--- src/design/vahl_pkg.sv ---
package vahl_pkg;

  localparam int unsigned CfgDataW = 8;
  localparam int unsigned CfgIdxW  = 3;

  localparam logic [CfgIdxW-1:0] RegHrAlarmHigh  = 3'd0;
  localparam logic [CfgIdxW-1:0] RegSpo2AlarmLow = 3'd1;
  localparam logic [CfgIdxW-1:0] RegHrClearHigh  = 3'd2;
  localparam logic [CfgIdxW-1:0] RegSpo2ClearLow = 3'd3;
  localparam logic [CfgIdxW-1:0] RegClearRunLen  = 3'd4;

  localparam logic [7:0] HrAlarmHighRst  = 8'd180;
  localparam logic [6:0] Spo2AlarmLowRst = 7'd90;
  localparam logic [7:0] HrClearHighRst  = 8'd175;
  localparam logic [6:0] Spo2ClearLowRst = 7'd93;
  localparam logic [3:0] ClearRunLenRst  = 4'd3;

  localparam logic [3:0] RunMax = 4'd15;

  typedef struct packed {
    logic [5:0] device_index;
    logic       fall_flag;
    logic [7:0] hr_bpm;
    logic [6:0] spo2;
  } in_item_t;

  typedef struct packed {
    logic [5:0] event_device;
    logic       fall_alarm;
    logic       vital_alarm;
    logic       vital_cleared;
  } out_item_t;

  typedef struct packed {
    logic [7:0] hr_alarm_high;
    logic [6:0] spo2_alarm_low;
    logic [7:0] hr_clear_high;
    logic [6:0] spo2_clear_low;
    logic [3:0] clear_run_length;
  } cfg_t;

  typedef struct packed {
    logic       fall_latched;
    logic       vital_latched;
    logic [3:0] normal_run;
  } dev_state_t;

  localparam int unsigned StateW = $bits(dev_state_t);

endpackage

--- src/design/vahl_ram.sv ---
module vahl_ram #(
  parameter int unsigned WIDTH = 8,
  parameter int unsigned DEPTH = 64,
  localparam int unsigned AW = (DEPTH > 1) ? $clog2(DEPTH) : 1
) (
  input  logic             clk_i,
  input  logic             we_i,
  input  logic [AW-1:0]    waddr_i,
  input  logic [WIDTH-1:0] wdata_i,
  input  logic             re_i,
  input  logic [AW-1:0]    raddr_i,
  output logic [WIDTH-1:0] rdata_o
);

  logic [WIDTH-1:0] mem_q [DEPTH];
  logic [WIDTH-1:0] rdata_q;

  always_ff @(posedge clk_i) begin
    if (we_i) begin
      mem_q[waddr_i] <= wdata_i;
    end
    if (re_i) begin
      rdata_q <= mem_q[raddr_i];
    end
  end

  assign rdata_o = rdata_q;

endmodule

--- src/design/vahl_update.sv ---
module vahl_update (
  input  vahl_pkg::cfg_t       cfg_i,
  input  vahl_pkg::in_item_t   item_i,
  input  logic                 in_range_i,
  input  vahl_pkg::dev_state_t cur_i,
  output vahl_pkg::dev_state_t nxt_o,
  output vahl_pkg::out_item_t  res_o
);

  logic       hr_ok, sp_ok, abnormal, normal;
  logic [3:0] run_inc;

  always_comb begin
    hr_ok    = item_i.hr_bpm != 8'd0;
    sp_ok    = item_i.spo2 != 7'd0;
    abnormal = (hr_ok && (item_i.hr_bpm > cfg_i.hr_alarm_high)) ||
               (sp_ok && (item_i.spo2 < cfg_i.spo2_alarm_low));
    normal   = (!hr_ok || (item_i.hr_bpm <= cfg_i.hr_clear_high)) &&
               (!sp_ok || (item_i.spo2 >= cfg_i.spo2_clear_low));
    run_inc  = (cur_i.normal_run < vahl_pkg::RunMax) ? cur_i.normal_run + 4'd1
                                                     : cur_i.normal_run;

    nxt_o              = cur_i;
    res_o.event_device = item_i.device_index;
    res_o.fall_alarm   = 1'b0;
    res_o.vital_alarm  = 1'b0;
    res_o.vital_cleared = 1'b0;

    if (item_i.fall_flag) begin
      nxt_o.fall_latched = 1'b1;
      res_o.fall_alarm   = !cur_i.fall_latched;
    end else begin
      nxt_o.fall_latched = 1'b0;
    end

    if (abnormal) begin
      nxt_o.normal_run    = 4'd0;
      nxt_o.vital_latched = 1'b1;
      res_o.vital_alarm   = !cur_i.vital_latched;
    end else if (normal && cur_i.vital_latched) begin
      if (run_inc >= cfg_i.clear_run_length) begin
        nxt_o.normal_run    = 4'd0;
        nxt_o.vital_latched = 1'b0;
        res_o.vital_cleared = 1'b1;
      end else begin
        nxt_o.normal_run = run_inc;
      end
    end

    if (!in_range_i) begin
      res_o.fall_alarm    = 1'b0;
      res_o.vital_alarm   = 1'b0;
      res_o.vital_cleared = 1'b0;
    end
  end

endmodule

--- src/design/vital_alarm_hysteresis_latch.sv ---
// Accepted items are registered in stage s1, then in the output register
// behind out_valid_o. Throughput: one transaction per cycle while in_stall_o
// is low; per-device state lives in one RAM, read on acceptance and written
// back as s1 advances, with forwarding. Reset: thresholds return to defaults,
// then a clearing pass writes every RAM entry to zero, holding in_stall_o high.
module vital_alarm_hysteresis_latch #(
  parameter int unsigned DEVICE_COUNT = 64
) (
  input  logic                                clk_i,
  input  logic                                rst_ni,
  input  logic                                in_valid_i,
  output logic                                in_stall_o,
  input  vahl_pkg::in_item_t                  in_data_i,
  output logic                                out_valid_o,
  input  logic                                out_stall_i,
  output vahl_pkg::out_item_t                 out_data_o,
  input  logic                                cfg_we_i,
  input  logic [vahl_pkg::CfgIdxW-1:0]        cfg_index_i,
  input  logic [vahl_pkg::CfgDataW-1:0]       cfg_wdata_i
);

  localparam int unsigned AW = (DEVICE_COUNT > 1) ? $clog2(DEVICE_COUNT) : 1;
  localparam int unsigned XW = (AW > 6) ? AW : 6;

  vahl_pkg::cfg_t       cfg_q;
  logic                 clr_busy_q;
  logic [AW-1:0]        clr_addr_q;

  logic                 s1_valid_q, s1_range_q, s1_hit_q;
  vahl_pkg::in_item_t   s1_item_q;
  logic [AW-1:0]        s1_addr_q;
  vahl_pkg::dev_state_t fwd_q;

  logic                 out_valid_q;
  vahl_pkg::out_item_t  out_data_q;

  logic                 in_accept, s1_adv, upd_we, in_range;
  logic [AW-1:0]        in_addr;
  logic [XW-1:0]        in_dev_ext;
  vahl_pkg::dev_state_t rd_state, cur_state, nxt_state;
  vahl_pkg::out_item_t  res;
  logic                 ram_we;
  logic [AW-1:0]        ram_waddr;
  logic [vahl_pkg::StateW-1:0] ram_wdata, ram_rdata;

  assign in_dev_ext = XW'(in_data_i.device_index);
  assign in_addr    = in_dev_ext[AW-1:0];
  assign in_range   = 32'(in_data_i.device_index) < DEVICE_COUNT;

  assign s1_adv     = !out_valid_q || !out_stall_i;
  assign in_stall_o = clr_busy_q || (s1_valid_q && !s1_adv);
  assign in_accept  = in_valid_i && !in_stall_o;
  assign upd_we     = s1_valid_q && s1_adv && s1_range_q;

  assign rd_state  = vahl_pkg::dev_state_t'(ram_rdata);
  assign cur_state = s1_hit_q ? fwd_q : rd_state;

  vahl_update u_update (
    .cfg_i      (cfg_q),
    .item_i     (s1_item_q),
    .in_range_i (s1_range_q),
    .cur_i      (cur_state),
    .nxt_o      (nxt_state),
    .res_o      (res)
  );

  assign ram_we    = clr_busy_q || upd_we;
  assign ram_waddr = clr_busy_q ? clr_addr_q : s1_addr_q;
  assign ram_wdata = clr_busy_q ? '0 : nxt_state;

  vahl_ram #(
    .WIDTH (vahl_pkg::StateW),
    .DEPTH (DEVICE_COUNT)
  ) u_ram (
    .clk_i   (clk_i),
    .we_i    (ram_we),
    .waddr_i (ram_waddr),
    .wdata_i (ram_wdata),
    .re_i    (in_accept),
    .raddr_i (in_addr),
    .rdata_o (ram_rdata)
  );

  always_ff @(posedge clk_i or negedge rst_ni) begin
    if (!rst_ni) begin
      cfg_q.hr_alarm_high    <= vahl_pkg::HrAlarmHighRst;
      cfg_q.spo2_alarm_low   <= vahl_pkg::Spo2AlarmLowRst;
      cfg_q.hr_clear_high    <= vahl_pkg::HrClearHighRst;
      cfg_q.spo2_clear_low   <= vahl_pkg::Spo2ClearLowRst;
      cfg_q.clear_run_length <= vahl_pkg::ClearRunLenRst;
    end else if (cfg_we_i) begin
      case (cfg_index_i)
        vahl_pkg::RegHrAlarmHigh:  cfg_q.hr_alarm_high    <= cfg_wdata_i;
        vahl_pkg::RegSpo2AlarmLow: cfg_q.spo2_alarm_low   <= cfg_wdata_i[6:0];
        vahl_pkg::RegHrClearHigh:  cfg_q.hr_clear_high    <= cfg_wdata_i;
        vahl_pkg::RegSpo2ClearLow: cfg_q.spo2_clear_low   <= cfg_wdata_i[6:0];
        vahl_pkg::RegClearRunLen:  cfg_q.clear_run_length <= cfg_wdata_i[3:0];
        default: ;
      endcase
    end
  end

  always_ff @(posedge clk_i or negedge rst_ni) begin
    if (!rst_ni) begin
      clr_busy_q <= 1'b1;
      clr_addr_q <= '0;
    end else if (clr_busy_q) begin
      if (clr_addr_q == AW'(DEVICE_COUNT - 1)) begin
        clr_busy_q <= 1'b0;
      end else begin
        clr_addr_q <= clr_addr_q + AW'(1);
      end
    end
  end

  always_ff @(posedge clk_i or negedge rst_ni) begin
    if (!rst_ni) begin
      s1_valid_q  <= 1'b0;
      s1_hit_q    <= 1'b0;
      out_valid_q <= 1'b0;
    end else begin
      if (in_accept) begin
        s1_valid_q <= 1'b1;
        s1_hit_q   <= upd_we && (s1_addr_q == in_addr);
      end else if (s1_adv) begin
        s1_valid_q <= 1'b0;
      end
      if (s1_valid_q && s1_adv) begin
        out_valid_q <= 1'b1;
      end else if (!out_stall_i) begin
        out_valid_q <= 1'b0;
      end
    end
  end

  always_ff @(posedge clk_i) begin
    if (in_accept) begin
      s1_item_q  <= in_data_i;
      s1_addr_q  <= in_addr;
      s1_range_q <= in_range;
    end
    if (upd_we) begin
      fwd_q <= nxt_state;
    end
    if (s1_valid_q && s1_adv) begin
      out_data_q <= res;
    end
  end

  assign out_valid_o = out_valid_q;
  assign out_data_o  = out_data_q;

endmodule
--- config.mk ---
export PLATFORM = sky130hd
export DESIGN_NAME = vital_alarm_hysteresis_latch
export DESIGN_NICKNAME = d
export VERILOG_FILES = /design/src/design/vahl_pkg.sv /design/src/design/vahl_ram.sv /design/src/design/vahl_update.sv /design/src/design/vital_alarm_hysteresis_latch.sv
export SDC_FILE = /design/constraint.sdc
export NUM_CORES = 1
export LEC_CHECK = 0
export BUFFER_PORTS_ARGS = -buffer_cell sky130_fd_sc_hd__buf_2
export CAP_MARGIN = 20
export CORE_MARGIN = 3
export CORE_UTILIZATION = 55
export CTS_CLUSTER_DIAMETER = 150
export DETAILED_ROUTE_END_ITERATION = 7
export PLACE_DENSITY_LB_ADDON = 0.05
export SLEW_MARGIN = 20
export SYNTH_ARGS = -nofsm -noshare
export SYNTH_HDL_FRONTEND = slang
export SYNTH_SLANG_ARGS = --single-unit
--- constraint.sdc ---
create_clock -name clk_i -period 11.7 [get_ports clk_i]
set_input_delay 2.34 -clock clk_i [delete_from_list [all_inputs] [get_ports clk_i]]
set_output_delay 2.34 -clock clk_i [all_outputs]
set_load 0.1 [all_outputs]
==> metrics.cfg <==
[sta]
hold_viol_final = 0
min_period_over_period = 0.4606
post-route-min-period_ps = 5389
setup_slack_ps = 6311
rsz0062_at_grt = false
drv_slew = 0
slew_headroom = 0.3830
tightest_slew_ps = 925.5
setup_violations = 0
tns_ps = 0
skew_ps = 17.42
fmax_mhz = 185.6

[synthesis]
async_reset_ff_frac = 0.09342
netlist_instances = 1017
synth_top_area_frac = 0.6683
synthSimpleGateAreaFrac = 0.04493
ys_seq_area_frac = 0.7271
yosys-top-cells-area = edfxtp_1, mux4_2, dfstp_2, dfrtp_1, ha_1
synth_seq_cells = 471
synth_mux_area_frac = 0.1551
synth_flop_cell = edfxtp_1
yosys.area.top_type = edfxtp_1
synth_cell_types = 53
syn_nets = 1090
ys_warn_count = 0
syn-mean-instance-area_um2 = 18.87
synth_area_um2 = 19190
synth_fa_ha_area_frac = 0.02282
post-synth-top-count-cell = edfxtp_1
yosys-top-cells-count = edfxtp_1, mux4_2, nor2_1
synth_top_family_by_area = multiplexers
synth_xor_area_frac = 0.005021
synth_edf_count = 427
synth_compound_area_frac = 0.02732

[die]
core_um2 = 33950
die_x_um = 192.8
die_y_um = 192.8
dieArea_um2 = 37160
ios = 49
start_util = 0.5651
rows = 67

[clock_tree]
cts_resized = 0
clockBufferDepth = 3
cts_setup_buffers = 0
cts-root-buf = clkbuf_16
cts-buffers-inserted = 48
hold_buffers = 0
clock_sinks = 471
cts_tree = yes
worstSkewPairLatency_ps = 580
h-tree-depth = 2
path_clk_slew_ps = 60

[placed_design]
dp_hpwl_um = 25510
post-place-ws_ps = 6141
numPortBuffers = 48
placed_area_um2 = 20010
placed_cells = 1491
finalWeightedCongestion = 0.7862

[power]
power-per-cell-area_nw_per_um2 = 184.9
power_frac_seq = 0.500
comb_power_share = 0.102
p_switching_uw = 929.1
sw_frac_of_total = 0.2318
p_leak_uw = 0.007282
peakVddDrop_v = 0.0001263
intPower_uw = 3078
clockPowerShare = 0.398

[finish]
utilization = 0.6384
design_area_um2 = 21670
multi_input_area_um2 = 4974
drive_gt1_frac = 0.2739
final-instance-count-excl-fill = 1580
finalNetCount = 1166
n_antenna_cell = 0
regArea_um2 = 13950
area_growth_pct = 12.96
fillers = 2364

[worst_setup_path]
worst-path-max-fanout = 3
cpPeakStageDelay_ps = 420
path_common_cell = buf_2
cpMaxStageDelayCell = buf_2
startpoint_type = input pin
arrival_ps = 3050
rrSetupSlack_ps = 7590
required_ps = 9360
path_delay_family = buffers and inverters
path_cells = buf_2 -> a31oi_1 -> inv_1 -> buf_2
end_kind = output pin
path_buf_inv = 3
worstSetupPathType = in2out

[routing]
drt_pass1_iterations = 5
routed_wl_um = 40380
num_vias = 9555
wl_per_cell_um = 25.56
avgViaCountPerCell = 6.047
drc = 0
ant_nets = 0
first_iter_violations = 832

[global_route]
grt_pass1_vias = 9828
grt_max_degree = 65
antenna_found_initial = 0
grt_pass1_wl_um = 61670
grt_overflow = 0
grtUsageTotal = 0.2277

[job]
drv_cap = 0

[run_status]
status = completed

[min_path]
hold_path_class = reg2reg

-- registers in the layout, summed over array words and instances (netlist names) --
signal and count:
out_valid_o 1, s1_item_q 16, clr_busy_q 1, s1_hit_q 1, u_ram.mem_q 384, s1_addr_q 6, cfg_q 34, clr_addr_q 6
fwd_q 6, s1_valid_q 1, out_data_o 9, u_ram.rdata_o 6
-- logic make-up (layout without fill, tap and decap cells) --
group	count (synthesis)	in the layout
XOR/XNOR	11	11
flip-flops	471	471
buffers and inverters	79	194
adder cells (fa/ha/maj)	35	35
AO/OA/AOI/OAI	84	84
multiplexers	145	145
AND/OR/NAND/NOR	192	192
-- worst paths after layout --
| path | cells after the start | from | endpoint |
|---|---|---|---|
| min in group asynchronous | 1 | rst_ni | cfg_q[9] |
| max in group asynchronous | 1 | rst_ni | cfg_q[5] |
| min | 1 | cfg_q[5] | cfg_q[5] |
| max reg2reg | 10 | s1_hit_q | u_ram.mem_q[45][4] |
| min reg2reg | 1 | cfg_q[5] | cfg_q[5] |
| max | 4 | out_stall_i | in_stall_o |
-- layout make-up --
cell class                      instances  share of cell area
Timing Repair Buffer                   64             0.01726
Multi-Input combinational cell        467              0.2295
Sequential cell                       471              0.6437
Clock inverter                         32             0.01720
Inverter                               41            0.007101
Tap cell                              448             0.02586
Clock buffer                           57             0.05940
-- worst register-to-register path: stages (launching register included) --
cell       delay (ps)
dfrtp_1           580
mux2_2            440
ha_1              250
nand3_1           170
mux2_2            370
ha_1              270
a21oi_1           190
o21ai_1           190
nor2b_1           220
o2bb2ai_4         710
buf_4             480
-- power by group through the flow --
| stage | Combinational [µW] | Sequential, µW | Clock (µW) |
|---|---|---|---|
| 4_1_cts | 417 | 2000 | 1630 |
| 5_1_grt | 457 | 2010 | 1690 |
| 6_report | 411 | 2000 | 1590 |
| 3_3_place_gp | 406 | 2040 | 0 |
| 2_1_floorplan | 243 | 2070 | 0 |
| 3_5_place_dp | 416 | 2040 | 0 |
-- cells in the final DEF, fill, tap and decap left out, drive strengths merged, types with 3 or more instances in the layout --
cell / instances
xor2: 6
o211ai: 4
a21oi: 8
mux2i: 7
a31oi: 4
dfstp: 22
nor2b: 6
nand3: 7
mux2: 18
edfxtp: 427
nor4: 4
ha: 35
dfrtp: 22
a21o: 3
a211oi: 3
bufinv: 8
nand2: 60
clkbuf: 57
o21ai: 37
o22ai: 12
mux4: 120
xnor2: 5
nand4: 5
inv: 40
clkinv: 20
a32o: 3
clkinvlp: 5
nor2: 81
nand2b: 8
nor3: 6
buf: 64
-- metrics by stage --
stage | power [µW] | hold WS [ps]
after global placement | 2443 | 489.7
final | 4008 | 503.8
after detailed placement | 2454 | 493.6
after floorplan | 2310 | 432.8
after global routing | 4157 | 522.3
after CTS | 4049 | 506.7
-- routing by layer --
layer | track usage | wire length [µm] | vias up
li1 | - | - | 4222
met1 | 0.3309 | 17100 | 4900
met2 | 0.3456 | 18960 | 372
met3 | 0.06322 | 3527 | 61
met4 | 0.06164 | 799 | 0
met5 | 0 | 0 | -
Note: power is estimated with default switching activity, not from simulation.
